$ cat config.mk
export PLATFORM = sky130hd
export DESIGN_NAME = motion_shock_event_tracker
export DESIGN_NICKNAME = d
export VERILOG_FILES = /design/src/rtl/mset_pkg.sv /design/src/rtl/mset_eval.sv /design/src/rtl/mset_track.sv /design/src/rtl/motion_shock_event_tracker.sv
export VERILOG_INCLUDE_DIRS = /design/src /design/src/rtl
export SDC_FILE = /design/constraint.sdc
export NUM_CORES = 1
export LEC_CHECK = 0
export ABC_AREA = 1
export BUFFER_PORTS_ARGS = -buffer_cell sky130_fd_sc_hd__buf_2
export CAP_MARGIN = 0
export CORE_ASPECT_RATIO = 1.75
export CORE_MARGIN = 4
export CORE_UTILIZATION = 60
export DETAILED_ROUTE_END_ITERATION = 10
export HOLD_SLACK_MARGIN = 0.06
export PLACE_DENSITY = 0.79
export SYNTH_ARGS = -nofsm -noshare
export SYNTH_HDL_FRONTEND = slang
export SYNTH_HIERARCHICAL = 1
export SYNTH_SLANG_ARGS = --single-unit
$ cat constraint.sdc
create_clock -name clk_i -period 14.9 [get_ports clk_i]
set_clock_uncertainty 0.1 [all_clocks]
set_input_delay 2.235 -clock clk_i [delete_from_list [all_inputs] [get_ports clk_i]]
set_output_delay 2.235 -clock clk_i [all_outputs]
set_load 0.005 [all_outputs]
$ cat src/rtl/motion_shock_event_tracker_macros.svh
// assertion macros shared by the motion shock event tracker rtl
// no dependencies; included by the files that carry assertions
`ifndef MOTION_SHOCK_EVENT_TRACKER_MACROS_SVH
`define MOTION_SHOCK_EVENT_TRACKER_MACROS_SVH

// generic form with explicit clock and active-low reset
`define MSET_ASSERT(name, clk, rst_n, prop, msg) \
  name: assert property (@(posedge clk) disable iff (!rst_n) prop) else $error(msg);

// shorthand on the standard clk_i / rst_ni pair
`define MSET_ASSERT_STD(name, prop, msg) \
  `MSET_ASSERT(name, clk_i, rst_ni, prop, msg)

`endif

$ cat src/rtl/mset_pkg.sv
// types, constants and helpers for the motion shock event tracker
// no dependencies; imported by every module of the block
`timescale 1ns / 1ps

package mset_pkg;

  localparam int unsigned COUNT_WIDTH  = 32;
  localparam int unsigned SAMPLE_WIDTH = 16;
  localparam int unsigned TIME_WIDTH   = 32;
  localparam int unsigned CFG_WIDTH    = 16;
  localparam int unsigned CFG_IDX_W    = 3;

  localparam logic [SAMPLE_WIDTH-1:0] GRAVITY_MG = SAMPLE_WIDTH'(1000);

  // register indexes of the configuration port
  typedef enum logic [CFG_IDX_W-1:0] {
    CFG_MOTION_THR = 3'd0,
    CFG_SHOCK_THR  = 3'd1,
    CFG_SEVERE_THR = 3'd2,
    CFG_DROP_THR   = 3'd3,
    CFG_HIGH_G_THR = 3'd4,
    CFG_STOP_TIME  = 3'd5
  } cfg_idx_e;

  typedef struct packed {
    logic [CFG_WIDTH-1:0] motion_thr;
    logic [CFG_WIDTH-1:0] shock_thr;
    logic [CFG_WIDTH-1:0] severe_thr;
    logic [CFG_WIDTH-1:0] drop_thr;
    logic [CFG_WIDTH-1:0] high_g_thr;
    logic [CFG_WIDTH-1:0] stop_time;
  } cfg_t;

  typedef struct packed {
    logic high_g;
    logic drop;
    logic severe;
    logic shock;
    logic motion;
  } flags_t;

  typedef struct packed {
    logic [SAMPLE_WIDTH-1:0] magnitude;
    logic [TIME_WIDTH-1:0]   timestamp;
  } in_beat_t;

  typedef struct packed {
    logic                    moving;
    logic [SAMPLE_WIDTH-1:0] deviation;
    logic [SAMPLE_WIDTH-1:0] peak_magnitude;
    logic [4:0]              event_flags;
    logic [TIME_WIDTH-1:0]   movement_duration;
    logic [COUNT_WIDTH-1:0]  move_entries;
    logic [COUNT_WIDTH-1:0]  shock_edges;
    logic [COUNT_WIDTH-1:0]  severe_count;
    logic [COUNT_WIDTH-1:0]  drop_edges;
    logic [COUNT_WIDTH-1:0]  high_g_count;
  } out_beat_t;

  // saturating increment
  function automatic logic [COUNT_WIDTH-1:0] sat_inc(input logic [COUNT_WIDTH-1:0] cnt,
                                                     input logic en);
    if (en && (cnt != {COUNT_WIDTH{1'b1}})) begin
      return cnt + COUNT_WIDTH'(1);
    end
    return cnt;
  endfunction

endpackage

$ cat src/rtl/mset_eval.sv
// per-sample deviation and threshold flags
// depends on mset_pkg
`timescale 1ns / 1ps

module mset_eval import mset_pkg::*; (
  input  logic [SAMPLE_WIDTH-1:0] magnitude_i,
  input  cfg_t                    cfg_i,
  output logic [SAMPLE_WIDTH-1:0] deviation_o,
  output flags_t                  flags_o
);

  assign deviation_o = (magnitude_i >= GRAVITY_MG) ? (magnitude_i - GRAVITY_MG)
                                                  : (GRAVITY_MG - magnitude_i);

  always_comb begin
    flags_o.motion = deviation_o >= cfg_i.motion_thr;
    flags_o.shock  = magnitude_i >= cfg_i.shock_thr;
    flags_o.severe = magnitude_i >= cfg_i.severe_thr;
    flags_o.drop   = magnitude_i <= cfg_i.drop_thr;
    flags_o.high_g = magnitude_i >= cfg_i.high_g_thr;
  end

endmodule

$ cat src/rtl/mset_track.sv
// still/moving machine, peak hold and saturating event counters
// depends on mset_pkg and the assertion macro header
`timescale 1ns / 1ps
`include "motion_shock_event_tracker_macros.svh"

module mset_track import mset_pkg::*; (
  input  logic                    clk_i,
  input  logic                    rst_ni,
  input  logic                    upd_i,
  input  in_beat_t                beat_i,
  input  logic [SAMPLE_WIDTH-1:0] deviation_i,
  input  flags_t                  flags_i,
  input  logic [CFG_WIDTH-1:0]    stop_time_i,
  output out_beat_t               status_o
);

  logic                    moving_q, moving_d;
  logic                    quiet_on_q, quiet_on_d;
  logic [SAMPLE_WIDTH-1:0] peak_q, peak_d;
  logic [TIME_WIDTH-1:0]   move_start_q, move_start_d;
  logic [TIME_WIDTH-1:0]   quiet_start_q, quiet_start_d;
  logic [2:0]              last_q, last_d;
  logic [COUNT_WIDTH-1:0]  motion_cnt_q, motion_cnt_d;
  logic [COUNT_WIDTH-1:0]  shock_cnt_q, shock_cnt_d;
  logic [COUNT_WIDTH-1:0]  severe_cnt_q, severe_cnt_d;
  logic [COUNT_WIDTH-1:0]  drop_cnt_q, drop_cnt_d;
  logic [COUNT_WIDTH-1:0]  high_g_cnt_q, high_g_cnt_d;
  logic                    enter_move;
  logic [TIME_WIDTH-1:0]   quiet_elapsed;

  assign quiet_elapsed = beat_i.timestamp - quiet_start_q;

  always_comb begin
    moving_d      = moving_q;
    quiet_on_d    = quiet_on_q;
    move_start_d  = move_start_q;
    quiet_start_d = quiet_start_q;
    enter_move    = 1'b0;
    peak_d        = (beat_i.magnitude > peak_q) ? beat_i.magnitude : peak_q;

    if (flags_i.motion) begin
      if (!moving_q) begin
        moving_d     = 1'b1;
        move_start_d = beat_i.timestamp;
        enter_move   = 1'b1;
      end
      quiet_on_d = 1'b0;
    end else if (moving_q) begin
      // first quiet sample only arms the timer
      if (!quiet_on_q) begin
        quiet_start_d = beat_i.timestamp;
        quiet_on_d    = 1'b1;
      end else if (quiet_elapsed >= TIME_WIDTH'(stop_time_i)) begin
        moving_d   = 1'b0;
        quiet_on_d = 1'b0;
      end
    end

    motion_cnt_d = sat_inc(motion_cnt_q, enter_move);
    shock_cnt_d  = sat_inc(shock_cnt_q, flags_i.shock && !last_q[0]);
    severe_cnt_d = sat_inc(severe_cnt_q, flags_i.severe && !last_q[1]);
    drop_cnt_d   = sat_inc(drop_cnt_q, flags_i.drop && !last_q[2]);
    high_g_cnt_d = sat_inc(high_g_cnt_q, flags_i.high_g);
    last_d       = {flags_i.drop, flags_i.severe, flags_i.shock};
  end

  // status after this sample, taken by the result register
  always_comb begin
    status_o.moving            = moving_d;
    status_o.deviation         = deviation_i;
    status_o.peak_magnitude    = peak_d;
    status_o.event_flags       = flags_i;
    status_o.movement_duration = moving_d ? (beat_i.timestamp - move_start_d) : '0;
    status_o.move_entries      = motion_cnt_d;
    status_o.shock_edges       = shock_cnt_d;
    status_o.severe_count      = severe_cnt_d;
    status_o.drop_edges        = drop_cnt_d;
    status_o.high_g_count      = high_g_cnt_d;
  end

  always_ff @(posedge clk_i or negedge rst_ni) begin
    if (!rst_ni) begin
      moving_q      <= 1'b0;
      quiet_on_q    <= 1'b0;
      peak_q        <= '0;
      move_start_q  <= '0;
      quiet_start_q <= '0;
      last_q        <= '0;
      motion_cnt_q  <= '0;
      shock_cnt_q   <= '0;
      severe_cnt_q  <= '0;
      drop_cnt_q    <= '0;
      high_g_cnt_q  <= '0;
    end else if (upd_i) begin
      moving_q      <= moving_d;
      quiet_on_q    <= quiet_on_d;
      peak_q        <= peak_d;
      move_start_q  <= move_start_d;
      quiet_start_q <= quiet_start_d;
      last_q        <= last_d;
      motion_cnt_q  <= motion_cnt_d;
      shock_cnt_q   <= shock_cnt_d;
      severe_cnt_q  <= severe_cnt_d;
      drop_cnt_q    <= drop_cnt_d;
      high_g_cnt_q  <= high_g_cnt_d;
    end
  end

  `MSET_ASSERT_STD(a_peak_monotonic, 1'b1 |=> (peak_q >= $past(peak_q)), "peak decreased")
  `MSET_ASSERT_STD(a_still_no_timer, !moving_q |-> !quiet_on_q, "quiet timer armed while still")
  `MSET_ASSERT_STD(a_idle_holds, !upd_i |=> $stable(motion_cnt_q) && $stable(moving_q),
                   "state moved without a sample")

endmodule

$ cat src/rtl/motion_shock_event_tracker.sv
// a sample beat passes the input register and then the result register before its status beat leaves
// throughput: one sample per cycle while out_stall_i is low; the only loop is the state/counter update in mset_track
// an output stall backs up into the input register, then into in_stall_o in the same cycle
// reset: asynchronous, active low; clears state, counters, valids, loads threshold defaults
// configuration registers are plain flops written through the cfg port, no read-back
`timescale 1ns / 1ps
`include "motion_shock_event_tracker_macros.svh"

module motion_shock_event_tracker import mset_pkg::*; (
  input  logic                 clk_i,
  input  logic                 rst_ni,
  // sample channel
  input  logic                 in_valid_i,
  output logic                 in_stall_o,
  input  in_beat_t             in_data_i,
  // status channel
  output logic                 out_valid_o,
  input  logic                 out_stall_i,
  output out_beat_t            out_data_o,
  // configuration write port
  input  logic                 cfg_we_i,
  input  logic [CFG_IDX_W-1:0] cfg_idx_i,
  input  logic [CFG_WIDTH-1:0] cfg_wdata_i
);

  cfg_t                    cfg_q;
  logic                    in_valid_q;
  in_beat_t                in_beat_q;
  logic                    out_valid_q;
  out_beat_t               out_beat_q;
  logic                    res_free;
  logic                    advance;
  logic [SAMPLE_WIDTH-1:0] deviation;
  flags_t                  flags;
  out_beat_t               status;

  // ---------------------------------------------------------------------------
  // configuration registers
  // ---------------------------------------------------------------------------
  always_ff @(posedge clk_i or negedge rst_ni) begin
    if (!rst_ni) begin
      cfg_q.motion_thr <= CFG_WIDTH'(100);
      cfg_q.shock_thr  <= CFG_WIDTH'(2000);
      cfg_q.severe_thr <= CFG_WIDTH'(4000);
      cfg_q.drop_thr   <= CFG_WIDTH'(300);
      cfg_q.high_g_thr <= CFG_WIDTH'(1500);
      cfg_q.stop_time  <= CFG_WIDTH'(10);
    end else if (cfg_we_i) begin
      case (cfg_idx_e'(cfg_idx_i))
        CFG_MOTION_THR: cfg_q.motion_thr <= cfg_wdata_i;
        CFG_SHOCK_THR:  cfg_q.shock_thr  <= cfg_wdata_i;
        CFG_SEVERE_THR: cfg_q.severe_thr <= cfg_wdata_i;
        CFG_DROP_THR:   cfg_q.drop_thr   <= cfg_wdata_i;
        CFG_HIGH_G_THR: cfg_q.high_g_thr <= cfg_wdata_i;
        CFG_STOP_TIME:  cfg_q.stop_time  <= cfg_wdata_i;
        default: ; // unknown index, write dropped
      endcase
    end
  end

  // ---------------------------------------------------------------------------
  // flow control: the result register frees when empty or being taken, and
  // the input register moves forward whenever the result register is free
  // ---------------------------------------------------------------------------
  assign res_free   = !out_valid_q || !out_stall_i;
  assign advance    = in_valid_q && res_free;
  assign in_stall_o = in_valid_q && !res_free;

  // input register, loads a new beat whenever it is empty or draining
  always_ff @(posedge clk_i or negedge rst_ni) begin
    if (!rst_ni) begin
      in_valid_q <= 1'b0;
    end else if (!in_stall_o) begin
      in_valid_q <= in_valid_i;
    end
  end

  always_ff @(posedge clk_i) begin
    if (!in_stall_o && in_valid_i) begin
      in_beat_q <= in_data_i;
    end
  end

  // ---------------------------------------------------------------------------
  // per-sample logic between the two registers
  // ---------------------------------------------------------------------------
  mset_eval u_eval (
    .magnitude_i (in_beat_q.magnitude),
    .cfg_i       (cfg_q),
    .deviation_o (deviation),
    .flags_o     (flags)
  );

  // tracker state commits exactly when the status beat enters the result reg
  mset_track u_track (
    .clk_i       (clk_i),
    .rst_ni      (rst_ni),
    .upd_i       (advance),
    .beat_i      (in_beat_q),
    .deviation_i (deviation),
    .flags_i     (flags),
    .stop_time_i (cfg_q.stop_time),
    .status_o    (status)
  );

  // ---------------------------------------------------------------------------
  // result register
  // ---------------------------------------------------------------------------
  always_ff @(posedge clk_i or negedge rst_ni) begin
    if (!rst_ni) begin
      out_valid_q <= 1'b0;
    end else if (res_free) begin
      out_valid_q <= in_valid_q;
    end
  end

  always_ff @(posedge clk_i) begin
    if (advance) begin
      out_beat_q <= status;
    end
  end

  assign out_valid_o = out_valid_q;
  assign out_data_o  = out_beat_q;

  `MSET_ASSERT_STD(a_still_zero_dur,
                   out_valid_q && !out_beat_q.moving |-> out_beat_q.movement_duration == '0,
                   "nonzero duration while still")
  `MSET_ASSERT_STD(a_advance_fills, advance |=> out_valid_q, "advanced beat lost")
  `MSET_ASSERT_STD(a_stall_holds_input, in_stall_o |=> in_valid_q,
                   "input register emptied while stalled")

endmodule

## Word level (Yosys, flattened, before mapping)

Cells that the tools add are included.

- Flip-flop bits (word level): 621
- Output and inout bits: 232
- Logic and storage cells: 116

- Add/subtract/negate cells: 9
- $lt $le $gt $ge: 8
- Equality and inequality tests: 10
- Mux-type cells: 27
- Bitwise logic cells: 2
- Reductions and logical operators: 29

Operators with widths:

| kind | count |
|---|---|
| 2-to-1 mux 32 bit | 12 |
| adder 32 x 1 -> 32 bit (second input constant) | 5 |
| inequality test 32 bit (second input constant) | 5 |
| greater-or-equal comparator 16 bit | 4 |
| subtractor 32 bit | 2 |
| greater-or-equal comparator 32 x 16 -> 1 bit | 1 |
| 2-to-1 mux 16 bit | 2 |
| greater-or-equal comparator 16 x 10 -> 1 bit (second input constant) | 1 |
| greater-than comparator 16 bit | 1 |
| less-or-equal comparator 16 bit | 1 |
| subtractor 10 x 16 -> 16 bit (first input constant) | 1 |
| subtractor 16 x 10 -> 16 bit (second input constant) | 1 |
| AND reduction 2 bit | 7 |
| 2-to-1 mux 1 bit | 13 |
| logical AND 1 bit | 11 |
| zero test 1 bit | 7 |
| equality test 3 x 2 -> 1 bit (second input constant) | 2 |
| equality test 3 bit (second input constant) | 2 |
| AND reduction 4 bit | 1 |
| equality test 3 x 1 -> 1 bit (second input constant) | 1 |
| zero test 3 bit | 1 |
| NOT 1 bit | 2 |
| nonzero test 2 bit | 1 |
| logical OR 1 bit | 1 |

## Depth between registers and ports, before layout

- Depth after elaboration: 7
- Mapped depth: 39
- Depth with buffers taken out: 39

## Hierarchy

Netlist, hierarchy kept.

By module, submodules not included:

| module | times used | cells an instance | area each (um^2) | seq. area each (um^2) |
|---|---|---|---|---|
| mset_track | 1 | 2991 | 19671.4 | 6130.9 |
| motion_shock_event_tracker | 1 | 715 | 12296.8 | 10835.4 |
| mset_eval | 1 | 498 | 2875.3 | 0.0 |

## Least setup slack after synthesis

OpenSTA, ideal clock, no wires.

- Kind: in2reg
- From: input out_stall_i
- To: register u_track.high_g_cnt_q[25]
- Library setup time: 77 ps
- Arrival: 13434 ps
- Data required time: 14723 ps
- Setup slack: 1290 ps
- Stages: 9
- Path through: nand2_1 inv_1 nor2_1 clkbuf_1 clkbuf_1 clkbuf_1 buf_1 nand2_1 o21ai_1

- Cells in the longest elaborated chain, start to end: 3

Ends and longest elaborated chain:

| element | line | source |
|---|---|---|
| start, declared | motion_shock_event_tracker.sv:18 | `input logic out_stall_i,` |
| zero test 1 bit | motion_shock_event_tracker.sv:65 | `assign res_free = !out_valid_q \|\| !out_stall_i;` |
| logical OR 1 bit | motion_shock_event_tracker.sv:65 |  |
| logical AND 1 bit | motion_shock_event_tracker.sv:66 | `assign advance = in_valid_q && res_free;` |
| named net advance | motion_shock_event_tracker.sv:32 | `logic advance;` |
| end signal, assigned | mset_track.sv:105 | `high_g_cnt_q <= high_g_cnt_d;` |
| end, declared | mset_track.sv:27 | `logic [COUNT_WIDTH-1:0] high_g_cnt_q, high_g_cnt_d;` |

The timed path passes the listed nets, and every way through them passes these cells.
A chain may end at the register's enable or synchronous reset.

==> impl_metrics.toml <==
[run_status]
status = "completed"

[final_layout]
final_cell_mix = "nand2_1, inv_1, dfrtp_1"
nFillCells = 4795
drive_gt1_share_pct = 11.8
seq_area_um2 = 17000
final_cells = 5278
multiInputGateArea_um2 = 15100
syn2layout_area_growth_pct = 11.0
antenna_cells = 0
mostFrequentLayoutCell = "nand2_1"
nets = 4721

[timing]
maxClockFrequency_mhz = 149
max_slew_margin_pct = 31.8
drv_slew = 0
tightest_slew_ns = 1.02
rsz0062_at_grt = "false"
post-route-period-util_pct = 44.9
fin_setup_tns_ns = 0
hold_viol_final = 0
setup_violations = 0
period_needed_ns = 6.69

[setup_path]
end_kind = "flop"
max_stage_delay_ns = 0.63
slowest_stage = "edfxtp_1"
crit_path_start_kind = "flop"
cpMostUsedCell = "nand2_1"
path_class = "flop to flop"
worstPathRequired_ns = 15.17
cp.arrival_ns = 6.96
worst-path-max-fanout = 62

[yosys]
synth_top_family_by_area = "simple AND/OR/NAND/NOR gates"
synth_warnings = 6
yosys.area_share.simple_pct = 24.9
synthAdderAreaFrac_pct = 6.69
synth_xor_area_share_pct = 4.94
seq_area_frac_synth_pct = 48.7
synth-seq-cells = 621
ys.flop_type = "dfrtp_1"
avgSynthCellArea_um2 = 8.29
netlist_instances = 4204
synth_compound_area_share_pct = 6.82
ys_types = 54
synth_edf_count = 278
syn_area_um2 = 34800
syn-num-nets = 4461
async_flop_share_pct = 55.2
synthMuxAreaShare_pct = 0

[floorplan]
die_w_um = 190
start_util_pct = 60.8
rows = 116
ioPinCount = 304
coreArea_um2 = 57300
die-area_um2 = 62100
die_h_um = 327

[place]
place_inst = 5174
numPortBuffers = 303
post-dp-hpwl_um = 72300
gp_congestion = 1.04

[detailed_routing]
wire_per_inst_um = 18.0
drtAntennaViolNets = 0
drt_iter0_markers = 2044
via_count = 28698
first_pass_iters = 6
drc = 0
drt_wl_total_um = 95100
drt-vias-per-instance = 5.44

[clocking]
clock_path_buffers = 3
clock_latency_ns = 0.63
cts_inserted_buffers = 55
hold_buffers = 0
cts.sinks = 621
postCtsSetupBuffers = 0
cts_max_level = 2
cts.clk_slew.worst_paths_ns = 0.07
cts_tree = "done"
root_buffer = "clkbuf_16"
post_cts_resize_count = 0

[hold_path]
hold_class = "flop to flop"

[global_route]
grtUsageTotal_pct = 30.1
antenna_found_initial = 2
grt_overflow_total = 0
grt_pass1_vias = 28003
grt_first_pass_wirelength_um = 148000
grt_start_max_net_pins = 102

[run]
max-cap-violations = 0

[power_and_ir_drop]
leakage_nw = 18.4
p_per_area_nw_per_um2 = 155
vdd_drop_max_mv = 0.140
[stage by stage]
step / total power [W] / setup WS [ns] / utilization [%] / hold WS (ns) / area (um^2)
floorplan: 0.00385 / 1.29 / - / 0.342 / 34800
global placement: 0.00449 / 8.34 / 64.3 / 0.351 / 36900
detailed placement: 0.00453 / 8.19 / 64.3 / 0.356 / 36900
CTS: 0.00601 / 8.19 / 67.5 / 0.367 / 38700
global route: 0.00639 / 7.47 / 67.5 / 0.376 / 38700
finish: 0.00599 / 8.21 / 67.5 / 0.364 / 38700
[synth_stat cells, types with 61 or more instances]
library cell | count | area (um^2)
o21ai_0 | 279 | 1400
nand4_1 | 61 | 382
edfxtp_1 | 278 | 8350
a21oi_1 | 97 | 485
dfrtp_1 | 315 | 7880
nand2_1 | 1355 | 5090
nand3_1 | 181 | 906
nor2_1 | 284 | 1070
inv_1 | 568 | 2130
ha_1 | 183 | 2290
nor3_1 | 81 | 405
xor2_1 | 168 | 1470
[cell families (layout without fill, tap and decap cells)]
logic type,after synthesis,after routing
adder cells (fa/ha/maj),185,185
AND/OR/NAND/NOR,2063,2063
buffers and inverters,695,1002
XOR/XNOR,195,195
flip-flops,621,621
AO/OA/AOI/OAI,445,445
[sequential cells by signal (all words and copies together) (netlist names)]
name / flops
out_data_o: 230
u_track/drop_cnt_q: 32
u_track/quiet_start_q: 32
u_track/move_start_q: 32
u_track/severe_cnt_q: 32
in_beat_q: 48
u_track/motion_cnt_q: 32
u_track/high_g_cnt_q: 32
u_track/shock_cnt_q: 32
cfg_q: 96
u_track/moving_q: 1
u_track/peak_q: 16
u_track/quiet_on_q: 1
out_valid_o: 1
u_track/last_q: 3
in_valid_q: 1
[per-layer routing]
| metal | part of all wire [%] | global-route usage (%) |
|---|---|---|
| met1 | 37 | 33.9 |
| met2 | 52 | 54.8 |
| met3 | 5.2 | 4.13 |
| met4 | 6.0 | 15.8 |
| met5 | 0.013 | 0 |
[final timing paths]
path,from,endpoint,slack [ns],depth (start not counted)
setup / recovery,in_beat_q[35]$_DFFE_PP_,out_data_o[182]$_DFFE_PP_,8.21,34
hold / removal,cfg_q[20]$_DFFE_PN1P_,cfg_q[20]$_DFFE_PN1P_,0.36,2
setup reg to reg,in_beat_q[35]$_DFFE_PP_,out_data_o[182]$_DFFE_PP_,8.21,34
hold reg to reg,cfg_q[20]$_DFFE_PN1P_,cfg_q[20]$_DFFE_PN1P_,0.36,2
max in group asynchronous,rst_ni,u_track/severe_cnt_q[10]$_DFFE_PN0P_,10.22,4
min in group asynchronous,rst_ni,cfg_q[84]$_DFFE_PN0P_,1.48,1
[power breakdown]
part	switching, W	internal [W]
clock network	0.000662	0.000796
logic	0.00143	0.000747
registers	0.000183	0.00218
total	0.00227	0.00372
[area by class of cell]
class                      count  area share (%)
sequential                   621            43.9
multi-input combinational   2888            39.0
inverter                     577            5.61
timing repair buffer         321            4.30
clock buffer                  65            3.78
tap                          767            2.48
clock inverter                39           0.928
[worst max-delay path: cells and delay by family (launching register included)]
kind            cells  cell delay (ns)
compound gates      3             0.87
xor+xnor            1             0.17
fa+ha+maj           4             1.12
buf+inv             7             1.21
flops               1             0.63
simple gates       19             2.29
Note: power is estimated with default switching activity, not from simulation.
